**src/design/hota_pkg.sv**
```systemverilog
// Package for the head orientation to axes block: word types, register
// indexes, control word layout and the sequencer program.
// No dependencies.
`timescale 1ns / 1ps

package hota_pkg;

    localparam int QUAT_FRAC_DEFAULT = 14;
    localparam int QUAT_W            = 16;
    localparam int AXIS_W            = 16;
    localparam int MAG_W             = 15;
    localparam int CFG_INDEX_W       = 1;
    localparam int CFG_DATA_W        = 32;
    localparam int TIME_W            = 32;
    localparam int CAL_W             = 2;
    localparam int STATUS_W          = 4;
    localparam int STEP_W            = 5;

    localparam logic [MAG_W-1:0]  MAG_RESET     = 15'd16384;
    localparam logic [TIME_W-1:0] HOLDOFF_RESET = 32'd100000;
    localparam logic [CAL_W-1:0]  CAL_FULL      = 2'd3;

    typedef enum logic [CFG_INDEX_W-1:0] {
        REG_AXIS_MAGNITUDE   = 1'b0,
        REG_RECENTER_HOLDOFF = 1'b1
    } cfg_reg_t;

    typedef struct packed {
        logic signed [QUAT_W-1:0] quat_w;
        logic signed [QUAT_W-1:0] quat_x;
        logic signed [QUAT_W-1:0] quat_y;
        logic signed [QUAT_W-1:0] quat_z;
        logic                     button_pressed;
        logic [TIME_W-1:0]        time_us;
        logic [CAL_W-1:0]         cal_system;
        logic [CAL_W-1:0]         cal_gyro;
        logic [CAL_W-1:0]         cal_accel;
        logic [CAL_W-1:0]         cal_mag;
    } in_word_t;

    typedef struct packed {
        logic signed [AXIS_W-1:0] axis_x;
        logic signed [AXIS_W-1:0] axis_y;
        logic signed [AXIS_W-1:0] axis_rz;
        logic [STATUS_W-1:0]      status_buttons;
        logic                     recentered;
    } out_word_t;

    typedef enum logic [0:0] {
        S_IDLE,
        S_RUN
    } state_t;

    // Multiplier operand sources
    typedef enum logic [3:0] {
        OPD_QW, OPD_QX, OPD_QY, OPD_QZ,
        OPD_RW, OPD_RX, OPD_RY, OPD_RZ,
        OPD_PW, OPD_PX, OPD_PY, OPD_PZ,
        OPD_M2, OPD_D
    } opd_t;

    typedef enum logic [1:0] {
        ACC_HOLD,
        ACC_LOAD,
        ACC_ADD,
        ACC_SUB
    } acc_op_t;

    typedef enum logic [3:0] {
        STO_NONE,
        STO_PW, STO_PX, STO_PY, STO_PZ,
        STO_D,
        STO_AX0, STO_AX1, STO_AX2
    } store_t;

    typedef enum logic [0:0] {
        NX_STEP,
        NX_WAIT_OUT
    } seq_t;

    typedef struct packed {
        logic    mul_en;
        opd_t    opa;
        opd_t    opb;
        acc_op_t acc;
        store_t  sto;
        seq_t    seq;
    } ucode_t;

    // Product issued in a step is accumulated in the next step; a store
    // takes the accumulator (or, for axes, the product) as it stood before
    // the step.
    function automatic ucode_t ucode_rom(input logic [STEP_W-1:0] step);
        ucode_t uc;
        case (step)
            5'd0:  uc = '{1'b1, OPD_QW, OPD_RW, ACC_HOLD, STO_NONE, NX_STEP};
            5'd1:  uc = '{1'b1, OPD_QX, OPD_RX, ACC_LOAD, STO_NONE, NX_STEP};
            5'd2:  uc = '{1'b1, OPD_QY, OPD_RY, ACC_ADD,  STO_NONE, NX_STEP};
            5'd3:  uc = '{1'b1, OPD_QZ, OPD_RZ, ACC_ADD,  STO_NONE, NX_STEP};
            5'd4:  uc = '{1'b1, OPD_QW, OPD_RX, ACC_ADD,  STO_NONE, NX_STEP};
            5'd5:  uc = '{1'b1, OPD_QX, OPD_RW, ACC_LOAD, STO_PW,   NX_STEP};
            5'd6:  uc = '{1'b1, OPD_QY, OPD_RZ, ACC_SUB,  STO_NONE, NX_STEP};
            5'd7:  uc = '{1'b1, OPD_QZ, OPD_RY, ACC_SUB,  STO_NONE, NX_STEP};
            5'd8:  uc = '{1'b1, OPD_QW, OPD_RY, ACC_ADD,  STO_NONE, NX_STEP};
            5'd9:  uc = '{1'b1, OPD_QX, OPD_RZ, ACC_LOAD, STO_PX,   NX_STEP};
            5'd10: uc = '{1'b1, OPD_QY, OPD_RW, ACC_ADD,  STO_NONE, NX_STEP};
            5'd11: uc = '{1'b1, OPD_QZ, OPD_RX, ACC_SUB,  STO_NONE, NX_STEP};
            5'd12: uc = '{1'b1, OPD_QW, OPD_RZ, ACC_SUB,  STO_NONE, NX_STEP};
            5'd13: uc = '{1'b1, OPD_QX, OPD_RY, ACC_LOAD, STO_PY,   NX_STEP};
            5'd14: uc = '{1'b1, OPD_QY, OPD_RX, ACC_SUB,  STO_NONE, NX_STEP};
            5'd15: uc = '{1'b1, OPD_QZ, OPD_RW, ACC_ADD,  STO_NONE, NX_STEP};
            5'd16: uc = '{1'b1, OPD_PX, OPD_PY, ACC_SUB,  STO_NONE, NX_STEP};
            5'd17: uc = '{1'b0, OPD_PX, OPD_PY, ACC_LOAD, STO_PZ,   NX_STEP};
            5'd18: uc = '{1'b1, OPD_PW, OPD_PZ, ACC_HOLD, STO_NONE, NX_STEP};
            5'd19: uc = '{1'b1, OPD_PX, OPD_PZ, ACC_SUB,  STO_NONE, NX_STEP};
            5'd20: uc = '{1'b1, OPD_PW, OPD_PY, ACC_LOAD, STO_D,    NX_STEP};
            5'd21: uc = '{1'b1, OPD_M2, OPD_D,  ACC_ADD,  STO_NONE, NX_STEP};
            5'd22: uc = '{1'b0, OPD_M2, OPD_D,  ACC_HOLD, STO_D,    NX_STEP};
            5'd23: uc = '{1'b1, OPD_M2, OPD_D,  ACC_HOLD, STO_AX0,  NX_STEP};
            5'd24: uc = '{1'b1, OPD_PY, OPD_PZ, ACC_HOLD, STO_AX1,  NX_STEP};
            5'd25: uc = '{1'b1, OPD_PW, OPD_PX, ACC_LOAD, STO_NONE, NX_STEP};
            5'd26: uc = '{1'b0, OPD_PW, OPD_PX, ACC_SUB,  STO_NONE, NX_STEP};
            5'd27: uc = '{1'b0, OPD_PW, OPD_PX, ACC_HOLD, STO_D,    NX_STEP};
            5'd28: uc = '{1'b1, OPD_M2, OPD_D,  ACC_HOLD, STO_NONE, NX_STEP};
            5'd29: uc = '{1'b0, OPD_M2, OPD_D,  ACC_HOLD, STO_AX2,  NX_STEP};
            5'd30: uc = '{1'b0, OPD_M2, OPD_D,  ACC_HOLD, STO_NONE, NX_WAIT_OUT};
            default: uc = '{1'b0, OPD_M2, OPD_D, ACC_HOLD, STO_NONE, NX_WAIT_OUT};
        endcase
        return uc;
    endfunction

endpackage

```
**src/design/head_orientation_to_axes.sv**
```systemverilog
// Head orientation to axes: microcoded multiply-accumulate sequencer that
// turns an orientation quaternion into three joystick axes.
// Depends on hota_pkg (word types, register indexes, sequencer program).
`timescale 1ns / 1ps

// Usage
//   in_valid/in_ready/in_data carry one sample word; out_valid/out_ready/
//   out_data carry one result word. A word moves when valid and ready are
//   both high at a clock edge.
//   cfg_we/cfg_index/cfg_data write axis_magnitude (index 0) or
//   recenter_holdoff_us (index 1); write only while idle.
//   A sample with an all-zero quaternion is taken and dropped at once.
//   Any other sample runs a 31-step program on one shared signed
//   multiplier and one accumulator: 16 products for conj(q)*ref, 6 for the
//   axis combinations, 3 for the scaling by 2M. out_valid rises and
//   in_ready returns in the same cycle, so a new sample is not taken
//   before the last one's result is done. The multiplier is used in 25
//   of the steps.
//   The result sits in an output register; a new sample is taken while it
//   waits. If the receiver still stalls when the next result is done, the
//   program holds on its last step until the output register frees.
//   Reset (rst_n low, asynchronous) restores the identity reference, the
//   register defaults, the button enable and an empty output register.

module head_orientation_to_axes
    import hota_pkg::*;
#(
    parameter int QUAT_FRAC_BITS = QUAT_FRAC_DEFAULT
) (
    input  logic                   clk,
    input  logic                   rst_n,
    input  logic                   in_valid,
    output logic                   in_ready,
    input  in_word_t               in_data,
    output logic                   out_valid,
    input  logic                   out_ready,
    output out_word_t              out_data,
    input  logic                   cfg_we,
    input  logic [CFG_INDEX_W-1:0] cfg_index,
    input  logic [CFG_DATA_W-1:0]  cfg_data
);

    localparam int F     = QUAT_FRAC_BITS;
    localparam int PW    = 34 - F;                 // |p| <= 2^(32-F)
    localparam int DCW   = 2 * F + 2;              // clamped combination
    localparam int OPW   = (PW > DCW) ? PW : DCW;  // multiplier operand
    localparam int PRW   = 2 * OPW;
    localparam int AW    = PRW + 2;
    localparam int IDENT = ((1 << F) > 32767) ? 32767 : (1 << F);

    localparam logic signed [QUAT_W-1:0] IDENT_W = QUAT_W'(IDENT);
    localparam logic signed [AW-1:0]     P_BIAS  = (AW'(1) <<< F) - AW'(1);
    localparam logic signed [AW-1:0]     D_LIM   = AW'(1) <<< (2 * F);
    localparam logic signed [PRW-1:0]    AX_BIAS = (PRW'(1) <<< (2 * F)) - PRW'(1);

    // Sequencer state
    state_t             state_reg, state_next;
    logic [STEP_W-1:0]  step_reg, step_next;
    ucode_t             uc;
    logic               running;
    logic               accept;
    logic               nonzero;
    logic               load_out;
    logic               out_free;

    // Configuration
    logic [MAG_W-1:0]   mag_reg;
    logic [TIME_W-1:0]  holdoff_reg;

    // Recenter state
    logic signed [QUAT_W-1:0] ref_reg [0:3];
    logic [TIME_W-1:0]        last_time_reg;
    logic                     enable_reg;
    logic                     guard_reg;
    logic [TIME_W-1:0]        elapsed;
    logic                     recen;
    logic                     enable_next;

    // Datapath
    logic signed [QUAT_W-1:0] q_reg [0:3];
    logic signed [PW-1:0]     p_reg [0:3];
    logic signed [DCW-1:0]    d_reg;
    logic signed [PRW-1:0]    prod_reg, prod_next;
    logic signed [AW-1:0]     acc_reg, acc_next;
    logic signed [AXIS_W-1:0] ax_reg [0:2];
    logic [STATUS_W-1:0]      status_reg;
    logic                     recent_reg;
    logic signed [OPW-1:0]    opa_val, opb_val;
    logic signed [OPW-1:0]    m2_val;
    logic signed [AW-1:0]     acc_biased, acc_shift;
    logic signed [PW-1:0]     p_val;
    logic signed [DCW-1:0]    d_val;
    logic signed [PRW-1:0]    prod_biased, ax_shift, m_s;
    logic signed [AXIS_W-1:0] ax_val;

    // Output register
    logic                     out_valid_reg;
    out_word_t                out_data_reg;

    assign in_ready  = (state_reg == S_IDLE);
    assign accept    = in_valid && in_ready;
    assign nonzero   = (in_data.quat_w != '0) || (in_data.quat_x != '0) ||
                       (in_data.quat_y != '0) || (in_data.quat_z != '0);
    assign running   = (state_reg == S_RUN);
    assign uc        = ucode_rom(step_reg);
    assign out_free  = !out_valid_reg || out_ready;
    assign out_valid = out_valid_reg;
    assign out_data  = out_data_reg;

    assign elapsed     = in_data.time_us - last_time_reg;
    assign recen       = in_data.button_pressed && (elapsed > holdoff_reg);
    assign enable_next = (recen && !guard_reg) ? !enable_reg : enable_reg;

    always_ff @(posedge clk or negedge rst_n)
    begin
        if (!rst_n)
        begin
            state_reg <= S_IDLE;
            step_reg  <= '0;
        end
        else
        begin
            state_reg <= state_next;
            step_reg  <= step_next;
        end
    end

    always_comb
    begin
        state_next = state_reg;
        step_next  = step_reg;
        load_out   = 1'b0;
        case (state_reg)
            S_IDLE:
            begin
                if (accept && nonzero)
                begin
                    state_next = S_RUN;
                    step_next  = '0;
                end
            end
            S_RUN:
            begin
                case (uc.seq)
                    NX_WAIT_OUT:
                    begin
                        // hold on the last step until the output register frees
                        if (out_free)
                        begin
                            load_out   = 1'b1;
                            state_next = S_IDLE;
                        end
                    end
                    default:
                    begin
                        step_next = step_reg + STEP_W'(1);
                    end
                endcase
            end
            default:
            begin
                state_next = S_IDLE;
            end
        endcase
    end

    always_ff @(posedge clk or negedge rst_n)
    begin
        if (!rst_n)
        begin
            mag_reg     <= MAG_RESET;
            holdoff_reg <= HOLDOFF_RESET;
        end
        else if (cfg_we)
        begin
            case (cfg_reg_t'(cfg_index))
                REG_AXIS_MAGNITUDE:   mag_reg     <= cfg_data[MAG_W-1:0];
                REG_RECENTER_HOLDOFF: holdoff_reg <= cfg_data[TIME_W-1:0];
                default:              ;
            endcase
        end
    end

    always_ff @(posedge clk or negedge rst_n)
    begin
        if (!rst_n)
        begin
            ref_reg[0]    <= IDENT_W;
            ref_reg[1]    <= '0;
            ref_reg[2]    <= '0;
            ref_reg[3]    <= '0;
            last_time_reg <= '0;
            enable_reg    <= 1'b1;
            guard_reg     <= 1'b0;
        end
        else if (accept && nonzero)
        begin
            if (recen)
            begin
                ref_reg[0]    <= in_data.quat_w;
                ref_reg[1]    <= in_data.quat_x;
                ref_reg[2]    <= in_data.quat_y;
                ref_reg[3]    <= in_data.quat_z;
                last_time_reg <= in_data.time_us;
                enable_reg    <= enable_next;
                guard_reg     <= 1'b1;
            end
            else
            begin
                guard_reg <= 1'b0;
            end
        end
    end

    // Latch the sample and its flags
    always_ff @(posedge clk)
    begin
        if (accept && nonzero)
        begin
            q_reg[0]   <= in_data.quat_w;
            q_reg[1]   <= in_data.quat_x;
            q_reg[2]   <= in_data.quat_y;
            q_reg[3]   <= in_data.quat_z;
            recent_reg <= recen;
            status_reg <= enable_next ? {in_data.cal_mag    != CAL_FULL,
                                         in_data.cal_accel  != CAL_FULL,
                                         in_data.cal_gyro   != CAL_FULL,
                                         in_data.cal_system != CAL_FULL}
                                      : '0;
        end
    end

    assign m2_val = OPW'({1'b0, mag_reg, 1'b0});

    always_comb
    begin
        case (uc.opa)
            OPD_QW:  opa_val = OPW'(q_reg[0]);
            OPD_QX:  opa_val = OPW'(q_reg[1]);
            OPD_QY:  opa_val = OPW'(q_reg[2]);
            OPD_QZ:  opa_val = OPW'(q_reg[3]);
            OPD_PW:  opa_val = OPW'(p_reg[0]);
            OPD_PX:  opa_val = OPW'(p_reg[1]);
            OPD_PY:  opa_val = OPW'(p_reg[2]);
            OPD_PZ:  opa_val = OPW'(p_reg[3]);
            OPD_M2:  opa_val = m2_val;
            default: opa_val = '0;
        endcase
    end

    always_comb
    begin
        case (uc.opb)
            OPD_RW:  opb_val = OPW'(ref_reg[0]);
            OPD_RX:  opb_val = OPW'(ref_reg[1]);
            OPD_RY:  opb_val = OPW'(ref_reg[2]);
            OPD_RZ:  opb_val = OPW'(ref_reg[3]);
            OPD_PW:  opb_val = OPW'(p_reg[0]);
            OPD_PX:  opb_val = OPW'(p_reg[1]);
            OPD_PY:  opb_val = OPW'(p_reg[2]);
            OPD_PZ:  opb_val = OPW'(p_reg[3]);
            OPD_D:   opb_val = OPW'(d_reg);
            default: opb_val = '0;
        endcase
    end

    assign prod_next = opa_val * opb_val;

    always_comb
    begin
        case (uc.acc)
            ACC_LOAD: acc_next = AW'(prod_reg);
            ACC_ADD:  acc_next = acc_reg + AW'(prod_reg);
            ACC_SUB:  acc_next = acc_reg - AW'(prod_reg);
            default:  acc_next = acc_reg;
        endcase
    end

    // p component: divide the sum by 2^F, truncating toward zero
    assign acc_biased = acc_reg[AW-1] ? (acc_reg + P_BIAS) : acc_reg;
    assign acc_shift  = acc_biased >>> F;
    assign p_val      = acc_shift[PW-1:0];

    // combination clamped to +-2^(2F)
    always_comb
    begin
        if (acc_reg > D_LIM)
            d_val = D_LIM[DCW-1:0];
        else if (acc_reg < -D_LIM)
            d_val = -(D_LIM[DCW-1:0]);
        else
            d_val = acc_reg[DCW-1:0];
    end

    // axis: 2M*D / 2^(2F) toward zero, saturated to +-M
    assign prod_biased = prod_reg[PRW-1] ? (prod_reg + AX_BIAS) : prod_reg;
    assign ax_shift    = prod_biased >>> (2 * F);
    assign m_s         = PRW'({1'b0, mag_reg});

    always_comb
    begin
        if (ax_shift > m_s)
            ax_val = m_s[AXIS_W-1:0];
        else if (ax_shift < -m_s)
            ax_val = -(m_s[AXIS_W-1:0]);
        else
            ax_val = ax_shift[AXIS_W-1:0];
    end

    always_ff @(posedge clk)
    begin
        if (running)
        begin
            if (uc.mul_en)
                prod_reg <= prod_next;
            acc_reg <= acc_next;
            case (uc.sto)
                STO_PW:  p_reg[0]  <= p_val;
                STO_PX:  p_reg[1]  <= p_val;
                STO_PY:  p_reg[2]  <= p_val;
                STO_PZ:  p_reg[3]  <= p_val;
                STO_D:   d_reg     <= d_val;
                STO_AX0: ax_reg[0] <= ax_val;
                STO_AX1: ax_reg[1] <= ax_val;
                STO_AX2: ax_reg[2] <= ax_val;
                default: ;
            endcase
        end
    end

    always_ff @(posedge clk or negedge rst_n)
    begin
        if (!rst_n)
            out_valid_reg <= 1'b0;
        else if (load_out)
            out_valid_reg <= 1'b1;
        else if (out_ready)
            out_valid_reg <= 1'b0;
    end

    always_ff @(posedge clk)
    begin
        if (load_out)
        begin
            out_data_reg.axis_x         <= ax_reg[0];
            out_data_reg.axis_y         <= ax_reg[1];
            out_data_reg.axis_rz        <= ax_reg[2];
            out_data_reg.status_buttons <= status_reg;
            out_data_reg.recentered     <= recent_reg;
        end
    end

endmodule

```
**config.mk**
```make
export PLATFORM = sky130hd
export DESIGN_NAME = head_orientation_to_axes
export DESIGN_NICKNAME = d
export VERILOG_FILES = /design/src/design/hota_pkg.sv /design/src/design/head_orientation_to_axes.sv
export SDC_FILE = /design/constraint.sdc
export NUM_CORES = 2
export LEC_CHECK = 0
export BUFFER_PORTS_ARGS = -buffer_cell sky130_fd_sc_hd__buf_2
export CAP_MARGIN = 20
export CORE_MARGIN = 2
export CORE_UTILIZATION = 69
export CTS_BUF_LIST = sky130_fd_sc_hd__clkbuf_8 sky130_fd_sc_hd__clkbuf_16
export CTS_CLUSTER_DIAMETER = 150
export DETAILED_ROUTE_END_ITERATION = 6
export HOLD_SLACK_MARGIN = 0.06
export PLACE_DENSITY = 0.87
export SETUP_SLACK_MARGIN = 0.3
export SLEW_MARGIN = 40
export SYNTH_ARGS = -nofsm -noshare
export SYNTH_HDL_FRONTEND = slang
export SYNTH_SLANG_ARGS = --single-unit
```
**constraint.sdc**
```tcl
create_clock -name clk -period 25.7 [get_ports clk]
set_input_delay 2.57 -clock clk [delete_from_list [all_inputs] [get_ports clk]]
set_output_delay 2.57 -clock clk [all_outputs]
set_load 0.03 [all_outputs]
```
After elaboration in Yosys (flattened, before gate mapping)
Memory sizes are Yosys's and may differ from the RTL's. A register that Yosys moved wholly into a read port is not among the register bits.
Index checks and enable logic that the tools add are counted.
Word-level totals
  register bits: 314
  bits in latches: 0
  bits in writable memories: 192
  bits in read-only memories: 512
  input port bits: 143
  logic and storage cells: 164
  memories: 4
Memory list
  (no name shown): words 32, bits a word 16, read ports 1, clocked after Yosys merged registers in 0, write ports 0, RTL line hota_pkg.sv:95  | case (step)
  p_reg: words 4, bits a word 20, read ports 4, clocked after Yosys merged registers in 0, write ports 1, RTL line head_orientation_to_axes.sv:81  | logic signed [PW-1:0] p_reg [0:3];
  q_reg: words 4, bits a word 16, read ports 4, clocked after Yosys merged registers in 0, write ports 4, RTL line head_orientation_to_axes.sv:80  | logic signed [QUAT_W-1:0] q_reg [0:3];
  ax_reg: words 3, bits a word 16, read ports 3, clocked after Yosys merged registers in 3, write ports 1, RTL line head_orientation_to_axes.sv:85  | logic signed [AXIS_W-1:0] ax_reg [0:2];
Cells by class
  add/subtract/negate cells: 8
  $mul: 1
  div/mod/pow operators: 0
  magnitude comparators: 5
  eq/ne operators: 34
  shift-type cells: 0
  muxes and demuxes: 59
  bitwise gates (word level): 2
  reduce and logical (&&, ||, !) cells: 31
Operators with widths (number)
  30-bit one-hot mux with 9 select lines: 2
  62-bit one-hot mux with 3 select lines: 1
  16-bit two-way mux: 4
  16-bit nonzero test: 4
  62-bit by 60-bit adder with 62-bit output: 1
  62-bit by 30-bit > comparator with 1-bit output (second input constant): 1
  62-bit by 29-bit less-than comparator with 1-bit output (second input constant): 1
  62-bit by 60-bit subtractor with 62-bit output: 1
  60-bit by 29-bit adder with 60-bit output (second input constant): 1
  32-bit by 60-bit less-than comparator with 1-bit output: 1
  30-bit by 30-bit multiplier with 60-bit output: 1
  20-bit two-way mux: 3
  60-bit two-way mux: 1
  15-bit negator with 60-bit output: 1
  20-bit OR reduction: 3
  4-bit equality test (second input constant): 11
  1-bit two-way mux: 37
  34-bit by 15-bit adder with 34-bit output (second input constant): 1
  34-bit two-way mux: 1
  4-bit by 3-bit equality test with 1-bit output (second input constant): 8
  32-bit by 16-bit > comparator with 1-bit output: 1
  32-bit > comparator: 1
  16-bit OR reduction: 2
  32-bit subtractor: 1
  22 further kinds: 51

Depth between registers and ports, before layout
An unclocked memory read counts as a cell.
  word-level depth: 9
  depth in mapped cells: 42
  depth with buffers taken out: 36

Worst setup path before layout
OpenSTA, ideal clock, no wires.
  kind: reg-to-reg
  from: reg step_reg[0]
  to: reg prod_reg[56] (data pin)
  library setup time: 258 ps
  arrival time: 10845 ps
  path slack: 14597 ps
  cell stages (with the launch flop): 38
  buffers on the path: 4
  clock period less this slack: 11103 ps
  cells stage by stage: dfrtp_1 -> clkbuf_1 -> clkinv_1 -> clkbuf_1 -> ha_1 -> nand2_1 -> a21oi_1 -> a21oi_1 -> clkbuf_1 -> mux2i_1 -> o221ai_1 -> nand2_1 -> fa_1 -> inv_1 -> fa_1 -> inv_1 -> fa_1 -> fa_1 -> [... 2 more ...] -> fa_1 -> inv_1 -> fa_1 -> fa_1 -> inv_1 -> ha_1 -> clkbuf_1 -> a21o_1 -> a21o_1 -> a21oi_1 -> o21ai_0 -> a21o_1 -> a21o_1 -> a21oi_1 -> o41ai_1 -> a2111o_1 -> a221o_1 -> xor2_1
On the way
  cells in the longest elaborated chain, start to end: 4
  elaborated cells between the ends (all ways): 22
  those cells by class: 1 x mul; 17 x eq/ne; 2 x mux; 1 x reduce/logical; 1 x memory
RTL lines
  start: declaration: RTL line head_orientation_to_axes.sv:58  | logic [STEP_W-1:0] step_reg, step_next;
  start signal: assignment: RTL line head_orientation_to_axes.sv:124  | step_reg <= step_next;
  memory read 32 x 16 bit (*)
  4-bit equality test, or another cell as far along: RTL line head_orientation_to_axes.sv:237  | case (uc.opa)
  30-bit one-hot mux with 9 select lines (on tied branches): RTL line head_orientation_to_axes.sv:237, head_orientation_to_axes.sv:253
  30-bit by 30-bit multiplier with 60-bit output (*): RTL line head_orientation_to_axes.sv:267  | assign prod_next = opa_val * opb_val;
  via prod_next[56]: RTL line head_orientation_to_axes.sv:83  | logic signed [PRW-1:0] prod_reg, prod_next;
  end signal: assignment: RTL line head_orientation_to_axes.sv:315  | prod_reg <= prod_next;
  end: declaration: RTL line head_orientation_to_axes.sv:83
Mark *: on every way through the listed nets, which the timed path passes. The rest lies on a longest branch.
A chain may end at the register's enable or synchronous reset.

Final worst setup path
  from: reg step_reg[0]
  to: reg prod_reg[55] (data pin)
Same word-level chain as after synthesis.

==> impl_metrics.json <==
{
  "largest_reg_flops": 80,
  "grt_pass1_wl_um": 257000,
  "ctsHoldBuffers": 0,
  "coreArea_um2": 80400,
  "vias": 44250,
  "syn_avg_cell_area_um2": 9.91,
  "cp_slowest_cell": "fa_1",
  "synth_cells": 5640,
  "viasPerCell": 6.46,
  "antenna_found_initial": 10,
  "die_w_um": 289,
  "setup_ws_ns": 12.77,
  "synth-main-ff-cell": "edfxtp_1",
  "tightest_slew_ns": 0.929,
  "finalSetupTns_ns": 0,
  "die_y_um": 289,
  "portBuffers": 197,
  "synth.most_common_cell": "inv_1",
  "max_freq_mhz": 77.3,
  "drive_above_1_share_pct": 10.3,
  "cts_sinks": 554,
  "ys_async_sr_fraction_pct": 27.4,
  "synthTopCellsByCount": "inv_1, fa_1, nand2_1, nor2_1, edfxtp_1",
  "grt_pass1_vias": 45315,
  "cts_max_path_buffers": 3,
  "cap_violations": 0,
  "critPathLaunchType": "register",
  "ys_seq_elements": 554,
  "period_share_pct": 50.3,
  "first_iter_violations": 5052,
  "pin_count": 198,
  "ys_types": 83,
  "drc": 1,
  "die_area_um2": 83300,
  "clkTransAtPathRegs_ns": 0.07,
  "slowest_delay_ns": 0.82,
  "cts_buffers": 54,
  "syn_nets": 6847,
  "grtUsageTotal_pct": 40.8,
  "wl_per_cell_um": 24.6,
  "end_kind": "register",
  "routabilityCongestion": 1.04,
  "holdWs_ns": 0.410,
  "wirelength_um": 168000,
  "ant_nets": 0,
  "fillCellCount": 5401,
  "yosysWarnings": 0,
  "report.final.slew_viol_count": 0,
  "area_growth_pct": 7.30,
  "synth_top_area_share_pct": 25.4,
  "drt_pass1_iterations": 7,
  "rows": 104,
  "initial_core_util_pct": 69.5,
  "fin_nets": 6941,
  "violations": "DRC",
  "status": "complete, but fails checks",
  "synth_seq_area_share_pct": 28.4,
  "overflow": 0,
  "rsz0062_at_grt": "false",
  "min_path_type": "reg -> reg",
  "yosys-top-cells-area": "fa_1, edfxtp_1, ha_1",
  "critPathKind": "reg -> reg",
  "dp.final_hpwl_um": 129000,
  "grt_max_degree": 108,
  "clock-root-buffer": "clkbuf_16",
  "cp_max_fo": 20,
  "synth.largest_area_cell": "fa_1",
  "synth_edf_count": 402,
  "cts_resized": 0,
  "min_period_ns": 12.93,
  "ctsHtreeMaxLevel": 2,
  "postCtsSetupRepairBufs": 0,
  "relSlewSlack_pct": 38.1,
  "syn-cell-area_um2": 55900,
  "fin_worst_skew_ns": 0.0421,
  "preCtsSetupSlack_ns": 13.08,
  "clk_latency_ns": 0.65,
  "cp_common_cell": "fa_1",
  "worstPathArrival_ns": 13.30,
  "required_ns": 26.07,
  "finalSetupViolCount": 0,
  "hold_violations": 0,
  "cts_tree": "yes"
}
[final cells by class]
cell class              instances  area [um2]  share of cell area (%)
clock inverters                40         308                   0.513
inverters                     978        3670                    6.12
well taps                    1060        1330                    2.21
flip-flops and latches        554       15900                    26.5
clock buffers                  62        1470                    2.45
repair buffers                278        1610                    2.68
diodes                          6        15.0                  0.0250
multi-input cells            3868       35700                    59.5
[layout by cell type, fill, tap and decap left out, types with 25 or more instances in the layout]
master     instances
a22oi_1           47
inv_1            987
o21ai_0          194
xor2_1           124
and3_1            31
xnor2_1          138
buf_2            201
nor2_1           439
mux2i_1           40
nand3_1           68
o21a_1            31
nand4_1           61
a21oi_1          223
o31ai_1           28
ha_1             355
a31oi_1           41
buf_4             71
clkbuf_16         55
dfrtp_1          143
and2_1            61
or3_1             25
nor2b_1           25
nand2_1          527
nand2b_1          37
fa_1             709
nor3_1            57
nor4_1            47
mux2_2           139
edfxtp_1         402
a21o_1           125
[layer usage]
| metal | track usage, % | vias up | wire [um] |
|---|---|---|---|
| met5 | 0 | - | 34 |
| met4 | 23.3 | 6 | 11800 |
| met3 | 10.9 | 776 | 21100 |
| met2 | 64.0 | 3041 | 76600 |
| li1 | - | 18806 | - |
| met1 | 51.7 | 21621 | 58900 |
[path summary, 6_finish.rpt]
check                             start           endpoint  slack, ns  depth (start not counted)
setup / recovery            step_reg[0]       prod_reg[55]      12.77                         34
hold / removal             ax_reg[0][8]       out_data[45]       0.41                          0
setup reg to reg            step_reg[0]       prod_reg[55]      12.77                         34
hold reg to reg            ax_reg[0][8]       out_data[45]       0.41                          0
max in group asynchronous         rst_n        ref_reg[38]      22.62                          2
min in group asynchronous         rst_n  last_time_reg[20]       1.93                          1
[stage by stage]
stage | area [um2] | util, % | std cells
floorplan | 55900 | - | 5640
global placement | 58100 | 72.2 | 6733
detailed placement | 58200 | 72.3 | 6737
CTS | 59900 | 74.5 | 6839
global route | 60000 | 74.6 | 6846
finish | 60000 | 74.6 | 6846
[kinds of logic after synthesis]
kind of cell,Yosys count,synth area share [%]
XOR/XNOR,262,4.10
buffers and inverters,1218,8.21
flip-flops,554,28.4
AO/OA/AOI/OAI,913,10.6
adder cells (fa/ha/maj),1064,33.3
AND/OR/NAND/NOR,1448,11.7
multiplexers,181,3.60
[worst max-delay path: cells and delay by family (launching register included)]
family | cells | cell delay (ns)
adder cells (fa/ha/maj) | 10 | 5.76
AO/OA/AOI/OAI | 12 | 3.26
buffers and inverters | 7 | 1.88
AND/OR/NAND/NOR | 3 | 0.70
flip-flops | 1 | 0.68
XOR/XNOR | 1 | 0.17
multiplexers | 1 | 0.16
Power is not shown: default switching activity piles up to over one toggle a cycle in this logic, so the estimate is an artifact.
